<file path="src/rtl/eepd_pkg.sv">
package eepd_pkg;

    // Status codes reported with each result.
    localparam logic [1:0] STATUS_OK     = 2'd0;
    localparam logic [1:0] STATUS_SYNTAX = 2'd1;
    localparam logic [1:0] STATUS_FORMAT = 2'd2;

    // Wire types of the protobuf key byte.
    localparam logic [2:0] WT_VARINT  = 3'd0;
    localparam logic [2:0] WT_FIXED64 = 3'd1;
    localparam logic [2:0] WT_LEN     = 3'd2;
    localparam logic [2:0] WT_FIXED32 = 3'd5;

    // Field numbers with a defined meaning.
    localparam logic [4:0] FIELD_NAMESPACE = 5'd1;
    localparam logic [4:0] FIELD_CODE      = 5'd2;
    localparam logic [4:0] FIELD_MESSAGE   = 5'd3;

    // One payload byte.
    typedef struct packed {
        logic [7:0] data_byte;
        logic       last_byte;
    } byte_req_t;

    // One decoded error record.
    typedef struct packed {
        logic [1:0]         status;
        logic signed [31:0] error_code;
        logic               namespace_found;
        logic [15:0]        namespace_offset;
        logic [15:0]        namespace_length;
        logic               message_found;
        logic [15:0]        message_offset;
        logic [15:0]        message_length;
    } result_t;

endpackage

</file>
<file path="src/rtl/extended_error_protobuf_decoder_unit.sv">
// The result is valid in the cycle after the last byte of a payload is accepted.
// Throughput: one payload byte per cycle while byte_stall is low; the parse state updates in a single pass per byte.
// The byte side stalls only while a finished result is held and the result side stalls.
// Reset (rst_n low, asynchronous) returns the parser to expect a key byte at offset zero
// and clears the result valid flag; the result payload register itself is not reset.
module extended_error_protobuf_decoder_unit #(
    parameter int MAX_PAYLOAD_BYTES = 65536,
    parameter int MAX_VARINT_BYTES  = 10
) (
    input  logic                clk,
    input  logic                rst_n,
    input  logic                byte_valid,
    output logic                byte_stall,
    input  eepd_pkg::byte_req_t byte_req,
    output logic                result_valid,
    input  logic                result_stall,
    output eepd_pkg::result_t   result
);

    localparam int POS_W = $clog2(MAX_PAYLOAD_BYTES + 1);
    localparam int EXT_W = (POS_W > 16) ? POS_W : 16;

    // Parser phases.
    localparam logic [2:0] PH_KEY        = 3'd0;
    localparam logic [2:0] PH_STR_LEN    = 3'd1;
    localparam logic [2:0] PH_CODE       = 3'd2;
    localparam logic [2:0] PH_SKIP_VAR   = 3'd3;
    localparam logic [2:0] PH_SKIP_LEN   = 3'd4;
    localparam logic [2:0] PH_SKIP_BYTES = 3'd5;

    logic [2:0]       phase_reg, phase_next;
    logic             is_ns_reg, is_ns_next;
    logic [63:0]      acc_reg, acc_next;
    logic [3:0]       cnt_reg, cnt_next;
    logic [POS_W-1:0] skip_reg, skip_next;
    logic [POS_W-1:0] pos_reg, pos_next;
    logic [1:0]       status_reg, status_next;
    logic [31:0]      code_reg, code_next;
    logic             ns_found_reg, ns_found_next;
    logic [15:0]      ns_start_reg, ns_start_next;
    logic [15:0]      ns_size_reg, ns_size_next;
    logic             msg_found_reg, msg_found_next;
    logic [15:0]      msg_start_reg, msg_start_next;
    logic [15:0]      msg_size_reg, msg_size_next;

    logic              result_valid_reg, result_valid_next;
    eepd_pkg::result_t result_reg, result_next;

    logic              accept;
    logic [4:0]        field;
    logic [2:0]        key_wt;
    logic [5:0]        shamt;
    logic [63:0]       acc_upd;
    logic [3:0]        cnt_upd;
    logic [EXT_W-1:0]  pos_ext;
    logic [15:0]       str_start;
    logic [1:0]        final_status;

    assign byte_stall   = result_valid_reg & result_stall;
    assign accept       = byte_valid & ~byte_stall;
    assign result_valid = result_valid_reg;
    assign result       = result_reg;

    // Key decode, varint accumulation and string start offset.
    assign field     = byte_req.data_byte[7:3];
    assign key_wt    = byte_req.data_byte[2:0];
    assign shamt     = 6'(cnt_reg) * 6'd7;
    assign acc_upd   = acc_reg | ({57'd0, byte_req.data_byte[6:0]} << shamt);
    assign cnt_upd   = cnt_reg + 4'd1;
    assign pos_ext   = EXT_W'(pos_reg);
    assign str_start = 16'(pos_ext + EXT_W'(1));

    // Parse state update for one accepted byte.
    always_comb
    begin
        phase_next     = phase_reg;
        is_ns_next     = is_ns_reg;
        acc_next       = acc_reg;
        cnt_next       = cnt_reg;
        skip_next      = skip_reg;
        pos_next       = pos_reg;
        status_next    = status_reg;
        code_next      = code_reg;
        ns_found_next  = ns_found_reg;
        ns_start_next  = ns_start_reg;
        ns_size_next   = ns_size_reg;
        msg_found_next = msg_found_reg;
        msg_start_next = msg_start_reg;
        msg_size_next  = msg_size_reg;
        final_status   = eepd_pkg::STATUS_OK;

        if (accept && status_reg == eepd_pkg::STATUS_OK)
        begin
            if (pos_reg >= POS_W'(MAX_PAYLOAD_BYTES))
            begin
                status_next = eepd_pkg::STATUS_FORMAT;
            end
            else
            begin
                pos_next = pos_reg + POS_W'(1);
                unique case (phase_reg)
                    PH_KEY:
                    begin
                        if (byte_req.last_byte)
                        begin
                            status_next = eepd_pkg::STATUS_FORMAT;
                        end
                        else if (field == eepd_pkg::FIELD_NAMESPACE ||
                                 field == eepd_pkg::FIELD_MESSAGE)
                        begin
                            is_ns_next = (field == eepd_pkg::FIELD_NAMESPACE);
                            if (key_wt != eepd_pkg::WT_LEN)
                            begin
                                status_next = eepd_pkg::STATUS_SYNTAX;
                            end
                            else
                            begin
                                acc_next   = '0;
                                cnt_next   = '0;
                                phase_next = PH_STR_LEN;
                            end
                        end
                        else if (field == eepd_pkg::FIELD_CODE)
                        begin
                            if (key_wt != eepd_pkg::WT_VARINT)
                            begin
                                status_next = eepd_pkg::STATUS_SYNTAX;
                            end
                            else
                            begin
                                acc_next   = '0;
                                cnt_next   = '0;
                                phase_next = PH_CODE;
                            end
                        end
                        else if (key_wt == eepd_pkg::WT_VARINT)
                        begin
                            acc_next   = '0;
                            cnt_next   = '0;
                            phase_next = PH_SKIP_VAR;
                        end
                        else if (key_wt == eepd_pkg::WT_LEN)
                        begin
                            acc_next   = '0;
                            cnt_next   = '0;
                            phase_next = PH_SKIP_LEN;
                        end
                        else if (key_wt == eepd_pkg::WT_FIXED32)
                        begin
                            skip_next  = POS_W'(4);
                            phase_next = PH_SKIP_BYTES;
                        end
                        else if (key_wt == eepd_pkg::WT_FIXED64)
                        begin
                            skip_next  = POS_W'(8);
                            phase_next = PH_SKIP_BYTES;
                        end
                        else
                        begin
                            status_next = eepd_pkg::STATUS_FORMAT;
                        end
                    end
                    PH_SKIP_BYTES:
                    begin
                        skip_next = skip_reg - POS_W'(1);
                        if (skip_reg == POS_W'(1))
                        begin
                            phase_next = PH_KEY;
                        end
                    end
                    default:
                    begin
                        // Varint byte for a length, the code, or a skipped varint.
                        acc_next = acc_upd;
                        cnt_next = cnt_upd;
                        if (byte_req.data_byte[7])
                        begin
                            if (cnt_upd >= 4'(MAX_VARINT_BYTES))
                            begin
                                status_next = eepd_pkg::STATUS_FORMAT;
                            end
                        end
                        else if (phase_reg == PH_CODE)
                        begin
                            code_next  = acc_upd[32:1] ^ {32{acc_upd[0]}};
                            phase_next = PH_KEY;
                        end
                        else if (phase_reg == PH_STR_LEN || phase_reg == PH_SKIP_LEN)
                        begin
                            if (phase_reg == PH_STR_LEN)
                            begin
                                if (is_ns_reg)
                                begin
                                    ns_found_next = 1'b1;
                                    ns_start_next = str_start;
                                    ns_size_next  = acc_upd[15:0];
                                end
                                else
                                begin
                                    msg_found_next = 1'b1;
                                    msg_start_next = str_start;
                                    msg_size_next  = acc_upd[15:0];
                                end
                            end
                            if (acc_upd == 64'd0)
                            begin
                                phase_next = PH_KEY;
                            end
                            else if (acc_upd > 64'(MAX_PAYLOAD_BYTES))
                            begin
                                status_next = eepd_pkg::STATUS_FORMAT;
                            end
                            else
                            begin
                                skip_next  = acc_upd[POS_W-1:0];
                                phase_next = PH_SKIP_BYTES;
                            end
                        end
                        else
                        begin
                            phase_next = PH_KEY;
                        end
                    end
                endcase
            end
        end

        // An unfinished field at the end of the payload is a format error.
        final_status = status_next;
        if (status_next == eepd_pkg::STATUS_OK && phase_next != PH_KEY)
        begin
            final_status = eepd_pkg::STATUS_FORMAT;
        end
    end

    // Result register: load on the last byte, release when the sink takes it.
    always_comb
    begin
        result_valid_next = result_valid_reg & result_stall;
        result_next       = result_reg;
        if (accept && byte_req.last_byte)
        begin
            result_valid_next = 1'b1;
            result_next       = '0;
            result_next.status = final_status;
            if (final_status == eepd_pkg::STATUS_OK)
            begin
                result_next.error_code       = code_next;
                result_next.namespace_found  = ns_found_next;
                result_next.namespace_offset = ns_found_next ? ns_start_next : 16'd0;
                result_next.namespace_length = ns_found_next ? ns_size_next : 16'd0;
                result_next.message_found    = msg_found_next;
                result_next.message_offset   = msg_found_next ? msg_start_next : 16'd0;
                result_next.message_length   = msg_found_next ? msg_size_next : 16'd0;
            end
        end
    end

    // Parse state registers; the last byte returns everything to its reset values.
    always_ff @(posedge clk or negedge rst_n)
    begin
        if (!rst_n)
        begin
            phase_reg     <= PH_KEY;
            is_ns_reg     <= 1'b0;
            acc_reg       <= '0;
            cnt_reg       <= '0;
            skip_reg      <= '0;
            pos_reg       <= '0;
            status_reg    <= eepd_pkg::STATUS_OK;
            code_reg      <= '0;
            ns_found_reg  <= 1'b0;
            ns_start_reg  <= '0;
            ns_size_reg   <= '0;
            msg_found_reg <= 1'b0;
            msg_start_reg <= '0;
            msg_size_reg  <= '0;
        end
        else if (accept && byte_req.last_byte)
        begin
            phase_reg     <= PH_KEY;
            is_ns_reg     <= 1'b0;
            acc_reg       <= '0;
            cnt_reg       <= '0;
            skip_reg      <= '0;
            pos_reg       <= '0;
            status_reg    <= eepd_pkg::STATUS_OK;
            code_reg      <= '0;
            ns_found_reg  <= 1'b0;
            ns_start_reg  <= '0;
            ns_size_reg   <= '0;
            msg_found_reg <= 1'b0;
            msg_start_reg <= '0;
            msg_size_reg  <= '0;
        end
        else
        begin
            phase_reg     <= phase_next;
            is_ns_reg     <= is_ns_next;
            acc_reg       <= acc_next;
            cnt_reg       <= cnt_next;
            skip_reg      <= skip_next;
            pos_reg       <= pos_next;
            status_reg    <= status_next;
            code_reg      <= code_next;
            ns_found_reg  <= ns_found_next;
            ns_start_reg  <= ns_start_next;
            ns_size_reg   <= ns_size_next;
            msg_found_reg <= msg_found_next;
            msg_start_reg <= msg_start_next;
            msg_size_reg  <= msg_size_next;
        end
    end

    // Result valid flag.
    always_ff @(posedge clk or negedge rst_n)
    begin
        if (!rst_n)
        begin
            result_valid_reg <= 1'b0;
        end
        else
        begin
            result_valid_reg <= result_valid_next;
        end
    end

    // Result payload.
    always_ff @(posedge clk)
    begin
        result_reg <= result_next;
    end

endmodule
</file>
<file path="config.mk">
export PLATFORM = sky130hd
export DESIGN_NAME = extended_error_protobuf_decoder_unit
export DESIGN_NICKNAME = d
export VERILOG_FILES = /design/src/rtl/eepd_pkg.sv /design/src/rtl/extended_error_protobuf_decoder_unit.sv
export SDC_FILE = /design/constraint.sdc
export NUM_CORES = 1
export LEC_CHECK = 0
export CAP_MARGIN = 40
export CORE_MARGIN = 8
export CORE_UTILIZATION = 50
export DETAILED_ROUTE_END_ITERATION = 8
export DONT_BUFFER_PORTS = 1
export SLEW_MARGIN = 20
export SYNTH_ARGS = -nofsm -noshare
export SYNTH_HDL_FRONTEND = slang
export SYNTH_SLANG_ARGS = --single-unit
</file>
<file path="constraint.sdc">
create_clock -name clk -period 6.5 [get_ports clk]
set_input_delay 1.625 -clock clk [delete_from_list [all_inputs] [get_ports clk]]
set_output_delay 1.625 -clock clk [all_outputs]
set_load 0.1 [all_outputs]
</file>
* Yosys cells after proc, flatten, opt, wreduce, memory -nomap -nowiden
Cells that the tools add are included.
Storage, ports and cells: flip-flop bits (word level) 307, logic and storage cells 235
Cells by class: magnitude comparators 3, reductions and logical operators 24, eq/ne operators 28, $mul 1, multiplexer cells 147, $add $sub $neg 3, bitwise operators 5, shift operators 1
Operators by type and width (number):
- $mux W64 | 10
- $mux W16 | 36
- $mux W17 | 18
- $mux W32 | 6
- $pmux W64 S2 | 1
- $gt A64 B17 Y1 const B | 1
- $logic_not A64 Y1 | 1
- $or A64 B64 Y64 | 1
- $shl A7 B6 Y64 | 1
- $mux W3 | 18
- $mux W4 | 10
- $mux W2 | 19
- $pmux W17 S2 | 1
- $xor A32 B32 Y32 | 1
- $mux W1 | 25
- $add A17 B1 Y17 const B | 1
- $eq A17 B1 Y1 const B | 1
- $ge A17 B17 Y1 const B | 1
- $sub A17 B1 Y17 const B | 1
- $ne A4 B1 Y1 const B | 4
- $ne A3 B3 Y1 const B | 5
- $reduce_and A13 Y1 | 1
- $eq A5 B2 Y1 const B | 2
- $eq A3 B3 Y1 const B | 3
- other kinds (28) | 44

* Longest topological paths before layout
Gate-level depths: netlist of the first run.
depth after elaboration 17, gate-level depth with buffers 26

* Least setup slack after synthesis of the first run
OpenSTA, ideal clock, no wires.
kind register to register, start register cnt_reg[0], end register result_reg (netlist bit result[97]) (data pin), arrival time 5.691 ns, path slack 0.671 ns, path buffers 6, cell stages (with the launch flop) 27, cell sequence dfrtp_1 -> clkbuf_1 -> clkinv_1 -> fa_1 -> inv_1 -> ha_1 -> inv_1 -> fa_1 -> clkbuf_1 -> nand2_1 -> a21oi_1 -> a21oi_1 -> clkbuf_1 -> buf_1 -> ha_1 -> nor4b_1 -> nand2_1 -> nor4_1 -> o31a_1 -> and4_1 -> nand3_1 -> nor3_1 -> o211a_1 -> o2111ai_2 -> buf_2 -> buf_2 -> nor2_1
On the way: longest elaborated chain between the ends 16, elaborated cells on any way between the ends 35
RTL lines:
- from (decl) | line extended_error_protobuf_decoder_unit.sv:34 | logic [3:0] cnt_reg, cnt_next;
- from (signal assigned) | line extended_error_protobuf_decoder_unit.sv:301 | cnt_reg <= cnt_next;
- $mul A4 B3 Y6 | line extended_error_protobuf_decoder_unit.sv:67 | assign shamt = 6'(cnt_reg) * 6'd7;
- $shl A7 B6 Y64 | line extended_error_protobuf_decoder_unit.sv:68 | assign acc_upd = acc_reg | ({57'd0, byte_req.data_byte[6:0]} << shamt);
- $or A64 B64 Y64 | line extended_error_protobuf_decoder_unit.sv:68
- $gt A64 B17 Y1 | line extended_error_protobuf_decoder_unit.sv:209 | else if (acc_upd > 64'(MAX_PAYLOAD_BYTES))
- $mux W3 / $mux W2 (equally long branches) | line extended_error_protobuf_decoder_unit.sv:209
- $mux W3 / $mux W2 (equally long branches) | line extended_error_protobuf_decoder_unit.sv:205 | if (acc_upd == 64'd0)
- $mux W3 / $mux W2 (equally long branches) | line extended_error_protobuf_decoder_unit.sv:188 | else if (phase_reg == PH_STR_LEN || phase_reg == PH_SKIP_LEN)
- $mux W3 / $mux W2 (equally long branches) | line extended_error_protobuf_decoder_unit.sv:183 | else if (phase_reg == PH_CODE)
- $mux W3 / $mux W2 (equally long branches) | line extended_error_protobuf_decoder_unit.sv:176 | if (byte_req.data_byte[7])
- $pmux W3 S2 / $pmux W2 S2 (equally long branches) | line extended_error_protobuf_decoder_unit.sv:101 | unique case (phase_reg)
- $mux W3 / $mux W2 (equally long branches) | line extended_error_protobuf_decoder_unit.sv:94 | if (pos_reg >= POS_W'(MAX_PAYLOAD_BYTES))
- $mux W3 / $mux W2 (equally long branches) | line extended_error_protobuf_decoder_unit.sv:92 | if (accept && status_reg == eepd_pkg::STATUS_OK)
- $reduce_bool A3 Y1 / $logic_not A2 Y1 (equally long branches) | line extended_error_protobuf_decoder_unit.sv:230 | if (status_next == eepd_pkg::STATUS_OK && phase_next != PH_KEY)
- $logic_and A1 B1 Y1 | line extended_error_protobuf_decoder_unit.sv:230
- $mux W2 | line extended_error_protobuf_decoder_unit.sv:230
- $logic_not A2 Y1 | line extended_error_protobuf_decoder_unit.sv:246 | if (final_status == eepd_pkg::STATUS_OK)
- to (signal assigned) | line extended_error_protobuf_decoder_unit.sv:331 | result_reg <= result_next;
- to (decl) | line extended_error_protobuf_decoder_unit.sv:47 | eepd_pkg::result_t result_reg, result_next;
Parallel ways exist; a longest one is shown, timed or not. A chain may end at the register's enable or synchronous reset.

* Worst setup path after layout of the first run
start register cnt_reg[0], end register result_reg (netlist bit result[69]) (data pin)
Same word-level chain as after synthesis.

==> results of run 1 <==
-- cells in the mapped netlist, types with 6 or more instances --
master    number
nor2_1       398
dfrtp_1      207
a21oi_1      197
edfxtp_1     100
clkbuf_1      89
a31oi_1       73
nand2_1       67
xnor2_1       47
o21ai_0       41
nand3_1       35
a22o_1        25
inv_1         23
nor3_1        19
nor4_1        17
mux2i_1       16
xor2_1        16
and3_1        15
ha_1          12
or3_1         12
nand4_1       11
o22ai_1       11
nand2b_1      10
nor2b_1        9
or2_2          8
a211oi_1       7
and2_1         7
buf_1          7
o31ai_1        7
or4_1          7
buf_2          6
mux2_2         6
-- how the worst min path moves through the flow --
stage	endpoint	depth (start not counted)	from	slack (ns)
final	acc_reg[61]	2	acc_reg[61]	0.49
after floorplan	acc_reg[32]	2	acc_reg[32]	0.45
after detailed placement	acc_reg[37]	2	acc_reg[37]	0.48
after global routing	skip_reg[16]	1	skip_reg[16]	0.51
after global placement	acc_reg[37]	2	acc_reg[37]	0.47
after CTS	acc_reg[61]	2	acc_reg[61]	0.50
-- placed cells by master (no fill, tap or decap), types with 5 or more instances in the layout --
cell type | netlist | routed
a211oi_1 | 7 | 7
a21boi_0 | 5 | 5
a21oi_1 | 197 | 195
a22o_1 | 25 | 25
a31oi_1 | 73 | 73
and2_1 | 7 | 7
and3_1 | 15 | 15
buf_16 | 0 | 52
buf_4 | 1 | 39
buf_8 | 0 | 22
clkbuf_1 | 89 | 9
clkbuf_16 | 0 | 46
clkbuf_8 | 0 | 6
dfrtp_1 | 207 | 207
edfxtp_1 | 100 | 100
ha_1 | 12 | 12
inv_1 | 23 | 23
mux2_2 | 6 | 6
mux2i_1 | 16 | 16
nand2_1 | 67 | 67
nand2b_1 | 10 | 10
nand3_1 | 35 | 34
nand4_1 | 11 | 11
nor2_1 | 398 | 398
nor2b_1 | 9 | 9
nor3_1 | 19 | 19
nor4_1 | 17 | 17
o21ai_0 | 41 | 41
o22ai_1 | 11 | 11
o31ai_1 | 7 | 7
o32ai_1 | 5 | 5
or2_2 | 8 | 8
or3_1 | 12 | 12
or4_1 | 7 | 7
xnor2_1 | 47 | 47
xor2_1 | 16 | 16
-- routing by layer --
layer	vias up	share of wire, %	GRT usage, %
met5	-	0	0
met4	0	2.5	6.86
met3	87	6.5	4.01
met2	442	47	38.4
met1	6157	44	32.3
li1	5774	-	-
-- worst max-delay path, delay by kind of cell (launching register included) --
family | cells | cell delay [ns]
AO/OA/AOI/OAI | 4 | 0.96
adder cells (fa/ha/maj) | 3 | 1.38
buffers and inverters | 7 | 1.43
flip-flops | 1 | 0.35
AND/OR/NAND/NOR | 5 | 1.70
-- metrics by stage --
stage	power [W]	utilization, %	setup WS, ns	cell area [µm²]
4_1_cts	0.00750	62.1	0.550	18400
2_1_floorplan	0.00437	-	0.671	15100
6_report	0.00753	63.1	0.453	18700
5_1_grt	0.00787	63.1	0.170	18700
3_3_place_gp	0.00531	52.1	0.700	15400
3_5_place_dp	0.00551	58.2	0.574	17200
-- kinds of logic (layout without fill, tap and decap cells) --
kind of cell / count (synthesis) / after routing / synth area share, %
simple gates: 634 / 634 / 18.5
compound gates: 414 / 414 / 16.7
flops: 307 / 307 / 54.3
buf+inv: 130 / 218 / 3.41
xor+xnor: 63 / 63 / 3.66
mux: 25 / 25 / 1.91
fa+ha+maj: 16 / 16 / 1.53
-- final cells by class --
class / count / area [µm²]
Clock buffer: 51 / 1020
Clock inverter: 13 / 136
Fill cell: 2380 / 10900
Inverter: 25 / 101
Multi-Input combinational cell: 1152 / 6420
Sequential cell: 307 / 8180
Tap cell: 390 / 488
Timing Repair Buffer: 129 / 2360
-- where the power goes --
group          internal [W]  switching, W
Sequential          0.00216      0.000210
Combinational       0.00108       0.00211
Clock               0.00117      0.000804
Total               0.00441       0.00312
==> metrics.txt, run 1 <==
minimum clock period 6.05 ns; critical path arrival 6.41 ns; vias 12500; post-detail-place hpwl 29.5 mm; most used cell, CP inv_1; Peak VDD IR 389 µV; Chip Width 190 µm; Routed Antenna Nets 0; Slew headroom 39.5%; period utilization 93.0%; area fraction of the dominant cell type after synthesis 34.3%; Power Dens Cells 403 nW/µm²; Post-CTS Setup Bufs 0; IO Count 115; non-filler cells, final ~2100; Crit path required time 6.87 ns; worst r2r src cnt_reg[0]; all-layer global routing usage 23.6%; Post-Route WL 44.4 mm; distinct cell type count after synthesis 76; Final Net Count 1679; CP endpoint kind flip-flop; Async S/R FF share, synth about 67%; reg2reg end result[69]; Root Driver clkbuf_16; I/O Buffers 0; status finished clean; synthesis-stage register bit count 307; clock buffer count from CTS 35; Maximum Capacitance Violations 0; Slew Limit Fails 0; Fmax 0.165 GHz; H-tree levels 2; reg2reg setup slack 0.45 ns; Overflow after GRT 0; slowest CP cell fa_1; Die Ht around 190 µm; drt drc 0; syn_nets 1618; largest net degree at the start of global routing 208; CP peak stage delay 0.61 ns; DIE AREA 36000 µm²; CP max FO 50; CP startpoint kind flip-flop; critical path endpoint result[69]; placed cells 1990; DR WL/cell 21.5 µm; clock tree sinks 307; Avg Cell Area, Syn 9.49 µm²; global-route wire length before repair 67.9 mm; vias in the first global route 11900; CTS tree built; starting density of the core 50.9%; total core area slightly below 30000 µm²; post_cts resized 0; GP Congestion 0.936; reg2reg path depth 19; worst path cell trace clkinv_1 -> fa_1 -> inv_1 -> ha_1 -> inv_1 -> fa_1 -> buf_4 -> inv_1 -> nor2_1 -> a32o_1 -> or2_2 -> or4_1 -> a31o_1 -> nor3_1 -> o211a_1 -> o2111ai_4 -> buf_4 -> buf_12 -> nor2_1; worst-case clock buffer depth 3; Worst-path clk slew 0.06 ns; Layout area overhead 24.0%; post-synth top area cell dfrtp_1; std cell rows 63; hold-fix buffers at CTS 0; Top FF cell, synth dfrtp_1; Yosys warning count 0; Slew @ Worst Pin 0.885 ns; cell area after synthesis roughly 15000 µm²; Post-synth EDFFs 100; antenna diode count 0; Synth area leaders dfrtp_1 (34%), edfxtp_1 (20%), nor2_1 (9.9%); post-synthesis sequential area ratio approximately 54%; Min-Delay Path Class flip-flop to flip-flop; Vias/cell 6.03; setup TNS 0 ns; DR iter-0 viols 1133; RSZ-0062 raised after global routing false; final setup fails 0; max reg flops 100; initial antenna violation count 0; Mapped Cells 1589; Clk Latency, worst-skew pair 0.53 ns; drt pass-1 iters 5; Crit Path Class flip-flop to flip-flop; Final Hold Fails 0; hold_ws 0.495 ns; clock skew roughly 0.032 ns; Setup crit start cnt_reg[0]; layout cells sized above 1 between 10% and 20%; static leakage a little under 8 nW
(Power assumes the default switching activity.)
==> inputs of run 2 (changes only) <==
--- a/config.mk
+++ b/config.mk
@@ -5,11 +5,12 @@
 export SDC_FILE = /design/constraint.sdc
 export NUM_CORES = 1
 export LEC_CHECK = 0
-export CAP_MARGIN = 40
 export CORE_MARGIN = 8
 export CORE_UTILIZATION = 50
 export DETAILED_ROUTE_END_ITERATION = 8
 export DONT_BUFFER_PORTS = 1
+export GPL_TIMING_DRIVEN = 0
+export SETUP_SLACK_MARGIN = 0.05
 export SLEW_MARGIN = 20
 export SYNTH_ARGS = -nofsm -noshare
 export SYNTH_HDL_FRONTEND = slang
==> run 2 against run 1 <==
Critical path depth increased by 7. Count of clock-buffer cells in the layout decreased by 11. Wire length up 1.5%. Highest routed layer unchanged.
==> metrics.txt, run 2 (same netlist as run 1, synthesis figures left out) <==
Post-Route WL 45.0 mm; worst r2r src cnt_reg[0]; layout cells sized above 1 6.71%; total core area 29600 µm²; clock buffer count from CTS 35; period utilization 94.6%; largest net degree at the start of global routing 208; Fmax around 0.16 GHz; drt pass-1 iters 5; Min-Delay Path Class flip-flop to flip-flop; DR iter-0 viols 1283; most frequent cells in the layout nor2_1 (398), dfrtp_1 (207), a21oi_1 (193); Layout area overhead 12.4%; Buffers & Inverters on Critical Path 9; Overflow after GRT 0; post-detail-place hpwl 31.4 mm; RSZ-0062 raised after global routing false; Crit path required time 6.84 ns; status finished clean; worst-case clock buffer depth 3; hold path start acc_reg[35]; all-layer global routing usage 24.7%; initial antenna violation count 0; CP top delay family buffers and inverters; slowest CP cell fa_1; pre-CTS setup slack -1.94 ns; CP max FO 10; CTS tree built; vias approximately 12000; critical path arrival between 6 and 7 ns; Vias/cell approximately 6.1; std cell rows 63; starting density of the core 50.9%; final worst setup slack about 0.35 ns; Slew Limit Fails 0; drt drc 0; vias in the first global route about 12000; Maximum Capacitance Violations 0; Worst-path clk slew around 0.06 ns; DR WL/cell around 22 µm; Peak VDD IR 271 µV; final setup fails 0; Final Net Count 1658; max reg flops 100; placed cell area approximately 16000 µm²; minimum clock period ~6.1 ns; global-route wire length before repair roughly 70 mm; Final Cell Area 17000 µm²; clock skew 0.0151 ns; most common cell after layout, fill and taps aside nor2_1; Die Ht about 190 µm; IO Count between 100 and 150; antenna diode count 0; DIE AREA 36000 µm²; Chip Width approximately 190 µm; CP endpoint kind flip-flop; Final Hold Fails 0; Root Driver clkbuf_16; non-filler cells, final 2044; H-tree levels 2; static leakage 6.98 nW; Crit Path Class flip-flop to flip-flop; hold-fix buffers at CTS 0; CP startpoint kind flip-flop; Power Dens Cells 446 nW/µm²; I/O Buffers 0; Clk Latency, worst-skew pair between 0.5 and 0.6 ns; GP Congestion 0.909; Slew headroom 14.8%; placed cells 1980; CP peak stage delay 0.53 ns; Routed Antenna Nets 0; clock tree sinks between 300 and 400; # fillers 2709; Slew @ Worst Pin roughly 1.3 ns; Setup crit start cnt_reg[0]
==> run 2: cell types whose count changed in the layout (fill, tap and decap cells not counted), moves of 4 or more <==
cell,delta
buf_1,+6
buf_16,-51
buf_2,+4
buf_4,-37
buf_6,+4
buf_8,-21
bufinv_16,+5
clkbuf_1,+74
clkbuf_16,-11
clkbuf_8,-4
clkinv_1,+4
==> run 2: metal layers <==
layer	global-route usage (%)	up-vias	share of wire (%)
met5	0	-	0
met4	8.60	0	3.3
met2	36.6	486	44
met1	35.6	6095	45
met3	4.87	88	7.4
li1	-	5722	-
==> run 2: final timing paths <==
path / endpoint / slack, ns / cells after the start
hold / removal: acc_reg[35] / 0.49 / 2
hold reg to reg: acc_reg[35] / 0.49 / 2
max in group asynchronous: acc_reg[55] / 5.26 / 0
setup reg to reg: result[97] / 0.35 / 26
setup / recovery: result[97] / 0.35 / 26
min in group asynchronous: result_valid / 0.82 / 0
==> run 2: stage by stage <==
stage | hold WS [ns] | total power (W) | TNS, ns | utilization (%)
finish | 0.495 | 0.00756 | 0 | 57.2
global route | 0.513 | 0.00790 | 0 | 57.2
CTS | 0.495 | 0.00749 | 0 | 57.0
detailed placement | 0.482 | 0.00536 | -183.36 | 52.7
global placement | 0.470 | 0.00534 | -288.28 | 52.5
floorplan | 0.451 | 0.00437 | 0 | -
==> run 2: what timing repair did <==
item,4_1_cts,5_1_grt
resized for setup,21,22
pin swaps,1,2
setup endpoints to repair,119,109
setup buffers,1,1
==> run 2: cell type report <==
class                      instances  area, µm²  share of cell area [%]
sequential                       307       8180                    48.3
clock inverter                    22        288                    1.70
clock buffer                      40        915                    5.40
tap                              390        488                    2.88
buffer                           105        455                    2.69
timing repair buffer               3       46.3                   0.273
multi-input combinational       1152       6480                    38.2
inverter                          25       96.3                   0.568
==> run 2: worst register-to-register path, stage by stage, from the launching register on <==
cell	delay, ns
dfrtp_1	0.37
clkbuf_4	0.22
inv_4	0.08
fa_1	0.53
inv_1	0.04
ha_1	0.21
inv_1	0.08
fa_2	0.50
buf_2	0.23
nand2_1	0.14
a21oi_4	0.08
a21oi_2	0.21
clkbuf_4	0.26
buf_6	0.24
ha_1	0.22
nor4b_2	0.24
nand2_1	0.10
nor4_2	0.19
o31a_1	0.18
and4_1	0.22
nand3_1	0.13
nor3_4	0.33
o211a_1	0.22
o2111ai_4	0.27
buf_8	0.25
buf_2	0.20
nor2_1	0.20
==> run 2: report_power, final <==
group / internal (W) / switching (W)
Combinational: 0.000928 / 0.00208
Clock: 0.00129 / 0.000777
Sequential: 0.00216 / 0.000325
Total: 0.00438 / 0.00319
